<file path="src/usb_ets_pkg.sv">
// usb_ets_pkg: shared types and constants of the endpoint transfer sequencer
// no dependencies; imported by every module of the block
package usb_ets_pkg;

    localparam int NUM_ENDPOINTS = 8;
    localparam int MAX_PACKET    = 64;
    localparam int EP_W          = 3;
    localparam int LEN_W         = 16;
    localparam int CNT_W         = LEN_W + 1;
    localparam int DONE_W        = 10;
    localparam int ADDR_W        = 7;
    localparam int PKT_W         = 7;
    localparam int QUEUE_DEPTH   = 4;
    localparam int QPTR_W        = $clog2(QUEUE_DEPTH);

    typedef enum logic [2:0] {
        CMD_START     = 3'd0,
        CMD_IN_DONE   = 3'd1,
        CMD_OUT_DONE  = 3'd2,
        CMD_SET_ADDR  = 3'd3,
        CMD_STATUS    = 3'd4,
        CMD_BUS_RESET = 3'd5
    } cmd_t;

    typedef enum logic [2:0] {
        ACT_IN     = 3'd0,
        ACT_IN_ZLP = 3'd1,
        ACT_OUT    = 3'd2,
        ACT_DONE   = 3'd3,
        ACT_ADDR   = 3'd4
    } act_t;

    typedef enum logic [2:0] {
        OP_START,
        OP_IN_DONE,
        OP_OUT_DONE,
        OP_SET_ADDR,
        OP_STATUS,
        OP_BUS_RESET
    } op_kind_t;

    // classified event as it travels from front to back
    typedef struct packed {
        op_kind_t              kind;
        logic [EP_W-1:0]       ep;
        logic                  dir_in;
        logic [LEN_W-1:0]      tlen;
        logic [DONE_W-1:0]     done;
        logic [ADDR_W-1:0]     addr;
    } op_t;

    // queue status seen by the front
    typedef struct packed {
        logic push;
        logic full;
    } q_wr_t;

    // queue status seen by the back
    typedef struct packed {
        logic pop;
        logic avail;
    } q_rd_t;

endpackage

</file>
<file path="src/usb_ets_if.sv">
// usb_ets_evt_if / usb_ets_act_if: valid-ready channels of the sequencer
// no dependencies
interface usb_ets_evt_if;
    logic        valid;
    logic        ready;
    logic [2:0]  cmd;
    logic [2:0]  endpoint;
    logic        direction_in;
    logic [15:0] transfer_length;
    logic [9:0]  bytes_done;
    logic [6:0]  new_address;

    modport source (output valid, cmd, endpoint, direction_in, transfer_length,
                    bytes_done, new_address, input ready);
    modport sink   (input valid, cmd, endpoint, direction_in, transfer_length,
                    bytes_done, new_address, output ready);
    modport monitor (input valid, ready, cmd, endpoint, direction_in,
                     transfer_length, bytes_done, new_address);
endinterface

interface usb_ets_act_if;
    logic        valid;
    logic        ready;
    logic [2:0]  action;
    logic [2:0]  result_endpoint;
    logic [15:0] packet_offset;
    logic [6:0]  packet_length;
    logic [6:0]  address_value;

    modport source (output valid, action, result_endpoint, packet_offset,
                    packet_length, address_value, input ready);
    modport sink   (input valid, action, result_endpoint, packet_offset,
                    packet_length, address_value, output ready);
    modport monitor (input valid, ready, action, result_endpoint, packet_offset,
                     packet_length, address_value);
endinterface

</file>
<file path="src/usb_ets_front.sv">
// usb_ets_front: accepts endpoint events, classifies them, drops unused codes
// depends on usb_ets_pkg and usb_ets_evt_if
module usb_ets_front (
    usb_ets_evt_if.sink         events,
    input  logic                q_full,
    output usb_ets_pkg::q_wr_t  q_wr,
    output usb_ets_pkg::op_t    q_op
);
    import usb_ets_pkg::*;

    logic keep;

    assign events.ready = !q_full;

    always_comb
    begin
        keep         = 1'b1;
        q_op.kind    = OP_START;
        q_op.ep      = events.endpoint;
        q_op.dir_in  = events.direction_in;
        q_op.tlen    = events.transfer_length;
        q_op.done    = events.bytes_done;
        q_op.addr    = events.new_address;
        unique case (events.cmd)
            CMD_START:     q_op.kind = OP_START;
            CMD_IN_DONE:   q_op.kind = OP_IN_DONE;
            CMD_OUT_DONE:  q_op.kind = OP_OUT_DONE;
            // control requests always concern endpoint 0
            CMD_SET_ADDR:
            begin
                q_op.kind = OP_SET_ADDR;
                q_op.ep   = '0;
            end
            CMD_STATUS:
            begin
                q_op.kind = OP_STATUS;
                q_op.ep   = '0;
            end
            CMD_BUS_RESET:
            begin
                q_op.kind = OP_BUS_RESET;
                q_op.ep   = '0;
            end
            default:       keep = 1'b0;
        endcase
        if (int'(q_op.ep) >= NUM_ENDPOINTS)
            keep = 1'b0;
    end

    assign q_wr.full = q_full;
    assign q_wr.push = events.valid && events.ready && keep;

endmodule

</file>
<file path="src/usb_ets_queue.sv">
// usb_ets_queue: short fifo of classified events between front and back
// depends on usb_ets_pkg
module usb_ets_queue (
    input  logic                clk,
    input  logic                rst_n,
    input  usb_ets_pkg::q_wr_t  wr,
    input  usb_ets_pkg::op_t    wr_op,
    output logic                full,
    input  usb_ets_pkg::q_rd_t  rd,
    output logic                avail,
    output usb_ets_pkg::op_t    rd_op
);
    import usb_ets_pkg::*;

    op_t               mem [QUEUE_DEPTH];
    logic [QPTR_W-1:0] wr_ptr_reg, wr_ptr_next;
    logic [QPTR_W-1:0] rd_ptr_reg, rd_ptr_next;
    logic [QPTR_W:0]   count_reg, count_next;
    logic              do_push, do_pop;

    assign full    = (count_reg == (QPTR_W+1)'(QUEUE_DEPTH));
    assign avail   = (count_reg != '0);
    assign rd_op   = mem[rd_ptr_reg];
    assign do_push = wr.push && !wr.full;
    assign do_pop  = rd.pop && rd.avail;

    always_comb
    begin
        wr_ptr_next = do_push ? wr_ptr_reg + 1'b1 : wr_ptr_reg;
        rd_ptr_next = do_pop  ? rd_ptr_reg + 1'b1 : rd_ptr_reg;
        count_next  = count_reg;
        if (do_push && !do_pop)
            count_next = count_reg + 1'b1;
        else if (do_pop && !do_push)
            count_next = count_reg - 1'b1;
    end

    always_ff @(posedge clk or negedge rst_n)
    begin
        if (!rst_n)
        begin
            wr_ptr_reg <= '0;
            rd_ptr_reg <= '0;
            count_reg  <= '0;
        end
        else
        begin
            wr_ptr_reg <= wr_ptr_next;
            rd_ptr_reg <= rd_ptr_next;
            count_reg  <= count_next;
        end
    end

    always_ff @(posedge clk)
    begin
        if (do_push)
            mem[wr_ptr_reg] <= wr_op;
    end

endmodule

</file>
<file path="src/usb_ets_back.sv">
// usb_ets_back: per-endpoint transfer state, packet arming and result register
// depends on usb_ets_pkg and usb_ets_act_if
module usb_ets_back (
    input  logic                clk,
    input  logic                rst_n,
    input  logic                q_avail,
    input  usb_ets_pkg::op_t    op,
    output usb_ets_pkg::q_rd_t  q_rd,
    usb_ets_act_if.source       actions
);
    import usb_ets_pkg::*;

    logic [LEN_W-1:0]  size_reg  [NUM_ENDPOINTS];
    logic [CNT_W-1:0]  count_reg [NUM_ENDPOINTS];
    logic [NUM_ENDPOINTS-1:0] busy_reg, zlp_reg, dir_reg;
    logic              pend_reg, pend_next;
    logic [ADDR_W-1:0] dev_addr_reg, dev_addr_next;

    logic              valid_reg;
    act_t              act_reg, act_next;
    logic [EP_W-1:0]   ep_reg;
    logic [LEN_W-1:0]  off_reg, off_next;
    logic [PKT_W-1:0]  len_reg, len_next;
    logic [ADDR_W-1:0] adr_reg, adr_next;

    logic              pop, emit;
    logic [EP_W-1:0]   e;
    logic [LEN_W-1:0]  v_size;
    logic [CNT_W-1:0]  v_count, v_diff;
    logic              v_busy, v_zlp, v_dir, was_in;
    logic              run_in, run_out, run_fin;

    assign pop        = q_avail && (!valid_reg || actions.ready);
    assign q_rd.pop   = pop;
    assign q_rd.avail = q_avail;
    assign e          = op.ep;
    assign v_diff     = {1'b0, v_size} - v_count;

    always_comb
    begin
        v_size        = size_reg[e];
        v_count       = count_reg[e];
        v_busy        = busy_reg[e];
        v_zlp         = zlp_reg[e];
        v_dir         = dir_reg[e];
        pend_next     = pend_reg;
        dev_addr_next = dev_addr_reg;
        run_in        = 1'b0;
        run_out       = 1'b0;
        run_fin       = 1'b0;
        was_in        = 1'b0;
        emit          = 1'b0;
        act_next      = ACT_DONE;
        off_next      = '0;
        len_next      = '0;
        adr_next      = '0;

        unique case (op.kind)
            OP_BUS_RESET:
            begin
                dev_addr_next = '0;
                pend_next     = 1'b0;
                v_busy        = 1'b0;
                v_zlp         = 1'b0;
                v_dir         = 1'b0;
                v_size        = '0;
            end
            OP_SET_ADDR, OP_STATUS:
            begin
                if (!busy_reg[0])
                begin
                    if (op.kind == OP_SET_ADDR)
                    begin
                        dev_addr_next = op.addr;
                        pend_next     = 1'b1;
                    end
                    v_count = '0;
                    v_size  = '0;
                    v_busy  = 1'b1;
                    v_zlp   = 1'b1;
                    v_dir   = 1'b1;
                    run_in  = 1'b1;
                end
            end
            OP_START:
            begin
                v_count = '0;
                v_size  = op.tlen;
                v_busy  = 1'b1;
                if (op.tlen == '0)
                    v_zlp = 1'b1;
                if (op.dir_in)
                begin
                    v_dir  = 1'b1;
                    run_in = 1'b1;
                end
                else
                    run_out = 1'b1;
            end
            OP_IN_DONE:
            begin
                if (v_busy && v_dir)
                begin
                    v_count = v_count + CNT_W'(op.done);
                    run_in  = 1'b1;
                end
            end
            OP_OUT_DONE:
            begin
                if (v_busy && !v_dir)
                    run_out = 1'b1;
            end
            default: ;
        endcase

        if (run_in)
        begin
            if (v_count < {1'b0, v_size})
            begin
                emit     = 1'b1;
                act_next = ACT_IN;
                off_next = v_count[LEN_W-1:0];
                len_next = (v_diff > CNT_W'(MAX_PACKET)) ? PKT_W'(MAX_PACKET)
                                                          : v_diff[PKT_W-1:0];
            end
            else if (v_zlp)
            begin
                v_zlp    = 1'b0;
                emit     = 1'b1;
                act_next = ACT_IN_ZLP;
            end
            else
                run_fin = 1'b1;
        end

        if (run_out)
        begin
            if (v_size != '0)
            begin
                emit     = 1'b1;
                act_next = ACT_OUT;
                len_next = PKT_W'(MAX_PACKET);
            end
            else if (v_zlp)
            begin
                v_zlp    = 1'b0;
                v_busy   = 1'b0;
                emit     = 1'b1;
                act_next = ACT_OUT;
                len_next = PKT_W'(MAX_PACKET);
            end
            else
                run_fin = 1'b1;
        end

        if (run_fin)
        begin
            was_in = v_dir;
            v_dir  = 1'b0;
            v_zlp  = 1'b0;
            v_busy = 1'b0;
            emit   = 1'b1;
            priority if (e != '0)
                act_next = ACT_DONE;
            else if (pend_reg)
            begin
                pend_next = 1'b0;
                if (dev_addr_next != '0)
                begin
                    act_next = ACT_ADDR;
                    adr_next = dev_addr_next;
                end
            end
            else if (was_in && v_size != '0)
            begin
                // status stage of a control read: zero-length OUT, armed and released
                v_count  = '0;
                v_size   = '0;
                act_next = ACT_OUT;
                len_next = PKT_W'(MAX_PACKET);
            end
            else
                act_next = ACT_DONE;
        end
    end

    always_ff @(posedge clk or negedge rst_n)
    begin
        if (!rst_n)
        begin
            for (int i = 0; i < NUM_ENDPOINTS; i++)
            begin
                size_reg[i]  <= '0;
                count_reg[i] <= '0;
            end
            busy_reg     <= '0;
            zlp_reg      <= '0;
            dir_reg      <= '0;
            pend_reg     <= 1'b0;
            dev_addr_reg <= '0;
            valid_reg    <= 1'b0;
        end
        else
        begin
            if (pop)
            begin
                size_reg[e]  <= v_size;
                count_reg[e] <= v_count;
                busy_reg[e]  <= v_busy;
                zlp_reg[e]   <= v_zlp;
                dir_reg[e]   <= v_dir;
                pend_reg     <= pend_next;
                dev_addr_reg <= dev_addr_next;
            end
            if (pop && emit)
                valid_reg <= 1'b1;
            else if (actions.ready)
                valid_reg <= 1'b0;
        end
    end

    always_ff @(posedge clk)
    begin
        if (pop && emit)
        begin
            act_reg <= act_next;
            ep_reg  <= e;
            off_reg <= off_next;
            len_reg <= len_next;
            adr_reg <= adr_next;
        end
    end

    assign actions.valid           = valid_reg;
    assign actions.action          = act_reg;
    assign actions.result_endpoint = ep_reg;
    assign actions.packet_offset   = off_reg;
    assign actions.packet_length   = len_reg;
    assign actions.address_value   = adr_reg;

endmodule

</file>
<file path="src/usb_endpoint_transfer_sequencer_core.sv">
// channel   | role   | carries
// events    | sink   | cmd, endpoint, direction_in, transfer_length, bytes_done, new_address
// actions   | source | action, result_endpoint, packet_offset, packet_length, address_value
//
// one event is taken per cycle while the four-entry queue has room
// the back retires one queued event per cycle when its result register is free or being taken
// with an empty queue, an accepted event is written into a queue entry, then popped into the result register
// ignored events give no result
// rst_n clears queue, per-endpoint state, address and result valid at once
// a stall on actions fills the queue, then drops events.ready
// depends on usb_ets_pkg, usb_ets_if, usb_ets_front, usb_ets_queue, usb_ets_back
module usb_endpoint_transfer_sequencer_core (
    input  logic          clk,
    input  logic          rst_n,
    usb_ets_evt_if.sink   events,
    usb_ets_act_if.source actions
);
    import usb_ets_pkg::*;

    q_wr_t q_wr;
    q_rd_t q_rd;
    op_t   wr_op, rd_op;
    logic  q_full, q_avail;

    usb_ets_front u_front (
        .events (events),
        .q_full (q_full),
        .q_wr   (q_wr),
        .q_op   (wr_op)
    );

    usb_ets_queue u_queue (
        .clk   (clk),
        .rst_n (rst_n),
        .wr    (q_wr),
        .wr_op (wr_op),
        .full  (q_full),
        .rd    (q_rd),
        .avail (q_avail),
        .rd_op (rd_op)
    );

    usb_ets_back u_back (
        .clk     (clk),
        .rst_n   (rst_n),
        .q_avail (q_avail),
        .op      (rd_op),
        .q_rd    (q_rd),
        .actions (actions)
    );

endmodule

</file>
<file path="src/flat_wrapper.sv">
// flat-port wrapper written by rule: the top's interface ports become plain ports
module usb_endpoint_transfer_sequencer_core_flat import usb_ets_pkg::*;
  (clk, rst_n, events_valid, events_cmd, events_endpoint, events_direction_in, events_transfer_length, events_bytes_done, events_new_address, events_ready, actions_valid, actions_action, actions_result_endpoint, actions_packet_offset, actions_packet_length, actions_address_value, actions_ready);
  usb_ets_evt_if events_i ();
  usb_ets_act_if actions_i ();
  input  logic clk;
  input  logic rst_n;
  input wire logic [$bits(events_i.valid)-1:0] events_valid;
  input wire logic [$bits(events_i.cmd)-1:0] events_cmd;
  input wire logic [$bits(events_i.endpoint)-1:0] events_endpoint;
  input wire logic [$bits(events_i.direction_in)-1:0] events_direction_in;
  input wire logic [$bits(events_i.transfer_length)-1:0] events_transfer_length;
  input wire logic [$bits(events_i.bytes_done)-1:0] events_bytes_done;
  input wire logic [$bits(events_i.new_address)-1:0] events_new_address;
  output wire logic [$bits(events_i.ready)-1:0] events_ready;
  output wire logic [$bits(actions_i.valid)-1:0] actions_valid;
  output wire logic [$bits(actions_i.action)-1:0] actions_action;
  output wire logic [$bits(actions_i.result_endpoint)-1:0] actions_result_endpoint;
  output wire logic [$bits(actions_i.packet_offset)-1:0] actions_packet_offset;
  output wire logic [$bits(actions_i.packet_length)-1:0] actions_packet_length;
  output wire logic [$bits(actions_i.address_value)-1:0] actions_address_value;
  input wire logic [$bits(actions_i.ready)-1:0] actions_ready;
  assign events_i.valid = events_valid;
  assign events_i.cmd = events_cmd;
  assign events_i.endpoint = events_endpoint;
  assign events_i.direction_in = events_direction_in;
  assign events_i.transfer_length = events_transfer_length;
  assign events_i.bytes_done = events_bytes_done;
  assign events_i.new_address = events_new_address;
  assign events_ready = events_i.ready;
  assign actions_valid = actions_i.valid;
  assign actions_action = actions_i.action;
  assign actions_result_endpoint = actions_i.result_endpoint;
  assign actions_packet_offset = actions_i.packet_offset;
  assign actions_packet_length = actions_i.packet_length;
  assign actions_address_value = actions_i.address_value;
  assign actions_i.ready = actions_ready;
  usb_endpoint_transfer_sequencer_core u_core (.clk(clk), .rst_n(rst_n), .events(events_i), .actions(actions_i));
endmodule
</file>
<file path="config.mk">
export PLATFORM = sky130hd
export DESIGN_NAME = usb_endpoint_transfer_sequencer_core_flat
export DESIGN_NICKNAME = d
export VERILOG_FILES = /design/src/usb_ets_pkg.sv /design/src/usb_ets_if.sv /design/src/usb_ets_front.sv /design/src/usb_ets_queue.sv /design/src/usb_ets_back.sv /design/src/usb_endpoint_transfer_sequencer_core.sv /design/src/flat_wrapper.sv
export SDC_FILE = /design/constraint.sdc
export NUM_CORES = 1
export LEC_CHECK = 0
export BUFFER_PORTS_ARGS = -buffer_cell sky130_fd_sc_hd__buf_4
export CORE_ASPECT_RATIO = 1.2
export CORE_MARGIN = 2
export CORE_UTILIZATION = 67
export DETAILED_ROUTE_END_ITERATION = 16
export PLACE_DENSITY_LB_ADDON = 0.12
export SYNTH_ARGS = -nofsm -noshare
export SYNTH_HDL_FRONTEND = slang
export SYNTH_SLANG_ARGS = --single-unit
</file>
<file path="constraint.sdc">
create_clock -name clk -period 15.3 [get_ports clk]
set_input_delay 1.53 -clock clk [delete_from_list [all_inputs] [get_ports clk]]
set_output_delay 1.53 -clock clk [all_outputs]
set_load 0.05 [all_outputs]
</file>
## Word level (Yosys, flattened, before mapping)

Memory sizes are Yosys's and may differ from the RTL's.
Cells that the tools add are included.

- Bitwise gates (word level): 4
- Eq/ne operators: 11
- $add $sub $neg: 6
- Reduce and logical (&&, ||, !) cells: 33
- Magnitude comparators: 6
- Muxes and demuxes: 113

Operator list:

| operator | number |
|---|---|
| 2-to-1 mux 17 bit | 9 |
| bitwise mux 136 bit | 1 |
| bitwise mux 128 bit | 1 |
| 2-to-1 mux 16 bit | 8 |
| 2-to-1 mux 7 bit | 12 |
| binary-select mux 17 bit (select 3 bit) | 1 |
| demux 17 bit (select 3 bit) | 1 |
| one-hot mux 17 bit (3 select lines) | 1 |
| binary-select mux 16 bit (select 3 bit) | 1 |
| demux 16 bit (select 3 bit) | 1 |
| 2-to-1 mux 1 bit | 48 |
| one-hot mux 16 bit (3 select lines) | 1 |
| 2-to-1 mux 3 bit | 10 |
| bitwise mux 8 bit | 3 |
| adder 17 x 10 -> 17 bit | 1 |
| greater-than comparator 17 x 7 -> 1 bit (second input constant) | 1 |
| < comparator 17 x 16 -> 1 bit | 1 |
| subtractor 16 x 17 -> 17 bit | 1 |
| logical NOT 16 bit | 1 |
| nonzero test 16 bit | 1 |
| == test 3 bit (second input constant) | 5 |
| one-hot mux 3 bit (5 select lines) | 1 |
| one-hot mux 7 bit (2 select lines) | 1 |
| logical AND 1 bit | 13 |
| 27 further kinds | 49 |

- Register bits after elaboration: 340
- Bits of input ports: 44
- Logic and storage cells: 204
- Memories kept: 1
- Memory bits (writable): 160

Memory list:

| memory | depth | bits a word | rd ports | clocked after Yosys merged registers in | wr ports | line | RTL |
|---|---|---|---|---|---|---|---|
| u_core.u_queue.mem | 4 | 40 | 1 | 0 | 1 | usb_ets_queue.sv:15 | `op_t mem [QUEUE_DEPTH];` |

## Depth between registers and ports, before layout

An unclocked memory read counts as a cell.

- Word-level depth: 27
- Mapped depth: 48
- Depth with buffers taken out: 40

## Cells and area by module

Synthesis repeated with hierarchy kept, for this count alone.

- Cells, all modules: 2,071
- Area, all modules: 25,137.9 sq um

Modules (own cells, without submodules):

| module | seq. area each (sq um) | cells each | instances | area an instance (sq um) |
|---|---|---|---|---|
| usb_ets_back | 8,513.2 | 1,779 | 1 | 18,581.6 |
| usb_ets_queue | 4,979.8 | 246 | 1 | 6,231.0 |
| usb_ets_front | 0.0 | 46 | 1 | 325.3 |

## Worst setup path after synthesis

OpenSTA, ideal clock, no wires.

- Path kind: flip-flop to flip-flop
- From: register u_core.u_queue.rd_ptr_reg[0]
- To: register u_core.u_back.len_reg[3], in the netlist u_core.u_back.actions.packet_length[3], data pin
- Data arrival time: 9.446 ns
- Required time: 15.118 ns
- Path slack: 5.673 ns
- Stages on the path, launching flop included: 42
- Setup time: 0.182 ns
- Buffers on the path: 8
- Clock period less this slack: 9.627 ns
- Cell sequence: dfrtp_1 -> buf_2 -> buf_2 -> buf_2 -> buf_1 -> clkbuf_1 -> mux4_2 -> ha_1 -> fa_1 -> a211oi_1 -> o21bai_1 -> a2111oi_0 -> a211o_1 -> a21o_1 -> nand2_1 -> a31oi_1 -> inv_1 -> ha_1 -> (+6 left out) -> a211o_1 -> o2111ai_4 -> buf_4 -> and2_1 -> buf_2 -> inv_1 -> ha_1 -> nor2b_1 -> o21ai_0 -> a21boi_0 -> o21ai_0 -> a31oi_1 -> a31oi_1 -> o21bai_1 -> mux2_2 -> or3_1 -> buf_1 -> nor4b_1

- Word-level cells in the longest chain between the ends: 27

RTL lines:

| element | line | RTL |
|---|---|---|
| start, declared | usb_ets_queue.sv:17 | `logic [QPTR_W-1:0] rd_ptr_reg, rd_ptr_next;` |
| start signal, assigned | usb_ets_queue.sv:49 | `rd_ptr_reg <= rd_ptr_next;` |
| memory (4 x 40 bit) (*) | - |  |
| inverter 3 -> 4 bit (not written as such) | usb_ets_back.sv:41, usb_ets_back.sv:42 |  |
| binary-select mux 17 bit (select 3 bit) | usb_ets_back.sv:42 | `v_count = count_reg[e];` |
| 2-to-1 mux 17 bit (not written as such) (2 in series) | usb_ets_back.sv:42 |  |
| adder 17 x 10 -> 17 bit | usb_ets_back.sv:104 | `v_count = v_count + CNT_W'(op.done);` |
| 2-to-1 mux 17 bit | usb_ets_back.sv:102 | `if (v_busy && v_dir)` |
| one-hot mux 17 bit (3 select lines) | usb_ets_back.sv:58 | `unique case (op.kind)` |
| < comparator 17 x 16 -> 1 bit | usb_ets_back.sv:118 | `if (v_count < {1'b0, v_size})` |
| (+6 left out) | - |  |
| named net u_core.u_back.v_count[1] | usb_ets_back.sv:29 | `logic [CNT_W-1:0] v_count, v_diff;` |
| (+5 left out) | - |  |
| 2-to-1 mux 7 bit | usb_ets_back.sv:144 | `else if (v_zlp)` |
| 2-to-1 mux 7 bit | usb_ets_back.sv:138 | `if (v_size != '0)` |
| 2-to-1 mux 7 bit (*) | usb_ets_back.sv:136 | `if (run_out)` |
| 2-to-1 mux 7 bit | usb_ets_back.sv:174 | `else if (was_in && v_size != '0)` |
| 2-to-1 mux 7 bit | usb_ets_back.sv:165 | `else if (pend_reg)` |
| 2-to-1 mux 7 bit | usb_ets_back.sv:163 | `priority if (e != '0)` |
| 2-to-1 mux 7 bit (*) | usb_ets_back.sv:156 | `if (run_fin)` |
| named net u_core.u_back.len_next[3] | usb_ets_back.sv:23 | `logic [PKT_W-1:0] len_reg, len_next;` |
| end signal, assigned | usb_ets_back.sv:229 | `len_reg <= len_next;` |
| end, declared | usb_ets_back.sv:23 |  |

The timed path passes the listed nets; every way through them passes the cells marked *. The select of a mux whose other input is x is not followed.
A chain may end at the register's enable or synchronous reset.

## Final worst setup path

- From: register u_core.u_queue.rd_ptr_reg[1]
- To: register u_core.u_back.len_reg[3], in the netlist u_core.u_back.actions.packet_length[3], data pin

- Word-level cells in the longest chain between the ends: 27

RTL lines:

| element | line |
|---|---|
| memory (4 x 40 bit) (*) | - |
| inverter 3 -> 4 bit (not written as such) | usb_ets_back.sv:41, usb_ets_back.sv:42 |
| binary-select mux 17 bit (select 3 bit) | usb_ets_back.sv:42 |
| 2-to-1 mux 17 bit (not written as such) (2 in series) | usb_ets_back.sv:42 |
| adder 17 x 10 -> 17 bit | usb_ets_back.sv:104 |
| 2-to-1 mux 17 bit | usb_ets_back.sv:102 |
| one-hot mux 17 bit (3 select lines) | usb_ets_back.sv:58 |
| < comparator 17 x 16 -> 1 bit | usb_ets_back.sv:118 |
| (+11 left out) | - |
| 2-to-1 mux 7 bit | usb_ets_back.sv:144 |
| 2-to-1 mux 7 bit | usb_ets_back.sv:138 |
| 2-to-1 mux 7 bit | usb_ets_back.sv:136 |
| 2-to-1 mux 7 bit | usb_ets_back.sv:174 |
| 2-to-1 mux 7 bit | usb_ets_back.sv:165 |
| 2-to-1 mux 7 bit | usb_ets_back.sv:163 |
| 2-to-1 mux 7 bit (*) | usb_ets_back.sv:156 |
| named net u_core.u_back.len_next[3] | usb_ets_back.sv:23 |

Marks and branches as above.

==> reports/metrics.yaml <==
outcome: "finished, final reports clean"
grt_use_total: 0.339
min_from: "u_core.u_back.size_reg[115]"
final_area_um2: 26300
critPathCaptureType: "flip-flop"
dr.pass1.iters: 5
grt_max_degree: 169
drive_gt1_frac: 0.262
post-route-util: 0.752
std_cell_rows: 75
initial_utilization: 0.677
synth_area_per_cell_um2: 12.9
synth_top_area_cell: "dfrtp_1"
syn-instance-count: 1836
fp.dieArea_um2: 36800
wirelength_um: 61200
skew_ns: 0.0210
tightest_slew_ns: 1.25
cts_max_path_buffers: 3
hold_path_end: "u_core.u_back.size_reg[115]"
max_freq_mhz: 81.3
worstReg2RegStart: "u_core.u_queue.rd_ptr_reg[1]"
reg2reg_to: "u_core.u_back.actions.packet_length[3]"
insertedDiodeCount: 0
hold_buffers: 0
synth_edf_count: 196
layout_worst_path_cycle_share: 0.804
max_cap_viol_count: 0
postRouteAntennaNets: 0
synth.top_cell.area_share: 0.322
largest_reg_flops: 160
synthToLayoutAreaGrowth_pct: 11.1
fin_tns_setup_ns: 0
rsz0062_at_grt: "false"
worst-path-max-fanout: 53
drtIter0Drc: 1431
grt_pass1_wl_um: 94000
reg2reg_slack_ns: 3.00
post_cts_buffers: 0
cts_buffers: 49
async_flop_share: 0.608
yosys-top-cells-count: "dfrtp_1 (304), mux2_2 (238), edfxtp_1 (196), nand2_1 (157)"
synth.distinct_cells: 76
vias: 15600
die_h_um: 210
port_buffers: 81
nNetsFinal: 1964
hold_viol: 0
gp_congestion: 0.994
syn_nets: 1929
arrival_ns: 12.66
cp-startpoint: "u_core.u_queue.rd_ptr_reg[1]"
slew_violations: 0
period_minus_slack_ns: 12.30
synth_area_um2: 23600
startpoint_type: "flip-flop"
min_path_type: "reg -> reg"
tritoncts: "yes"
core_um2: 34900
pin_count: 82
hold_depth: 2
placed_area_um2: 24500
maxSlewHeadroom: 0.167
wire_per_inst_um: 25.8
required_ns: 15.66
dpl.hpwl_um: 39000
cp_slowest_stage_delay_ns: 0.78
synth_flop_cell: "dfrtp_1"
synthTopCellsByArea: "dfrtp_1 (32%), edfxtp_1 (25%), mux2_2 (11%)"
insertion_delay_ns: 0.57
yosys_warnings: 0
criticalPathCategory: "reg -> reg"
cts-resized-gates: 0
grt_pass1_vias: 15900
viasPerCell: 6.59
antenna_found_initial: 1
crit_path_top_delay_cell: "nor2b_1"
synth-seq-area-share: 0.571
fp.dieW_um: 175
drcViolationCount: 0
grt-ovfl-total: 0
yosys.cell_count.top_type: "dfrtp_1"
reg2reg_depth: 37
clkTransAtPathRegs_ns: 0.06
cts_sinks: 500
ys_ff_latch: 500
root_buffer: "clkbuf_16"
finalSetupViolCount: 0
htreeDepth: 2
fill_cells: 2154
-- per-stage QoR --
| step | setup slack (ns) | hold slack [ns] | instances |
|---|---|---|---|
| 2_1_floorplan | 5.67 | 0.441 | 1836 |
| 3_3_place_gp | 3.59 | 0.457 | 2282 |
| 3_5_place_dp | 3.26 | 0.466 | 2282 |
| 4_1_cts | 3.26 | 0.482 | 2373 |
| 5_1_grt | 2.15 | 0.501 | 2373 |
| 6_report | 3.00 | 0.481 | 2373 |
-- layer usage --
layer | part of all wire | track usage | wire length, um
met1 | 0.41 | 0.467 | 24800
met2 | 0.48 | 0.542 | 29300
met3 | 0.078 | 0.0616 | 4790
met4 | 0.037 | 0.131 | 2280
met5 | 0.00013 | 0 | 8
-- cell usage in the layout (no fill, tap or decap), types with 15 or more instances in the layout --
cell       instances
o221ai_1          17
a22oi_1           27
dfrtp_1          302
o22ai_1           33
edfxtp_1         196
mux2i_1           91
ha_1              46
nor2b_1           32
inv_1             57
clkbuf_16         51
o21ai_1           51
mux2_2           238
o21ai_0           91
nand2_1          157
nor2_1            48
buf_4             99
mux4_2            37
a21oi_1           28
nand3_1           23
and2_1            15
-- logic make-up (layout without fill, tap and decap cells) --
logic type,Yosys count,count (layout),synth area share
xor gates and xnor gates,22,22,0.00815
adders and majority gates,50,50,0.0273
DFF,500,500,0.571
and+or+nand+nor,364,364,0.0741
AOI/OAI and AO/OA,351,351,0.0979
buffers and inverters,182,257,0.0335
muxes,367,367,0.188
-- critical path, delay by kind of cell, from the launching register on --
family / cells / cell delay, ns
XOR/XNOR: 1 / 0.17
adder cells (fa/ha/maj): 3 / 1.07
AO/OA/AOI/OAI: 18 / 5.20
multiplexers: 3 / 0.72
buffers and inverters: 5 / 1.46
flip-flops: 1 / 0.70
AND/OR/NAND/NOR: 7 / 2.69
-- worst max-delay path by stage --
stage | endpoint | slack [ns] | cells past startpoint
after global routing | u_core.u_back.actions.packet_length[3] | 2.15 | 39
after detailed placement | u_core.u_back.actions.packet_length[3] | 3.26 | 39
after floorplan | u_core.u_back.actions.packet_length[3] | 5.67 | 41
after global placement | u_core.u_back.actions.packet_length[3] | 3.59 | 39
after CTS | u_core.u_back.actions.packet_length[3] | 3.26 | 39
final | u_core.u_back.actions.packet_length[3] | 3.00 | 37
-- final cells by class --
cell class / count / area (um2) / area share
Sequential cell: 500 / 13500 / 0.514
Multi-Input combinational cell: 1154 / 9430 / 0.359
Clock buffer: 63 / 1390 / 0.0530
Timing Repair Buffer: 101 / 778 / 0.0296
Tap cell: 462 / 578 / 0.0220
Clock inverter: 28 / 332 / 0.0126
Inverter: 65 / 246 / 0.00939
Power is not shown: default switching activity piles up to over one toggle a cycle in this logic, so the estimate is an artifact.
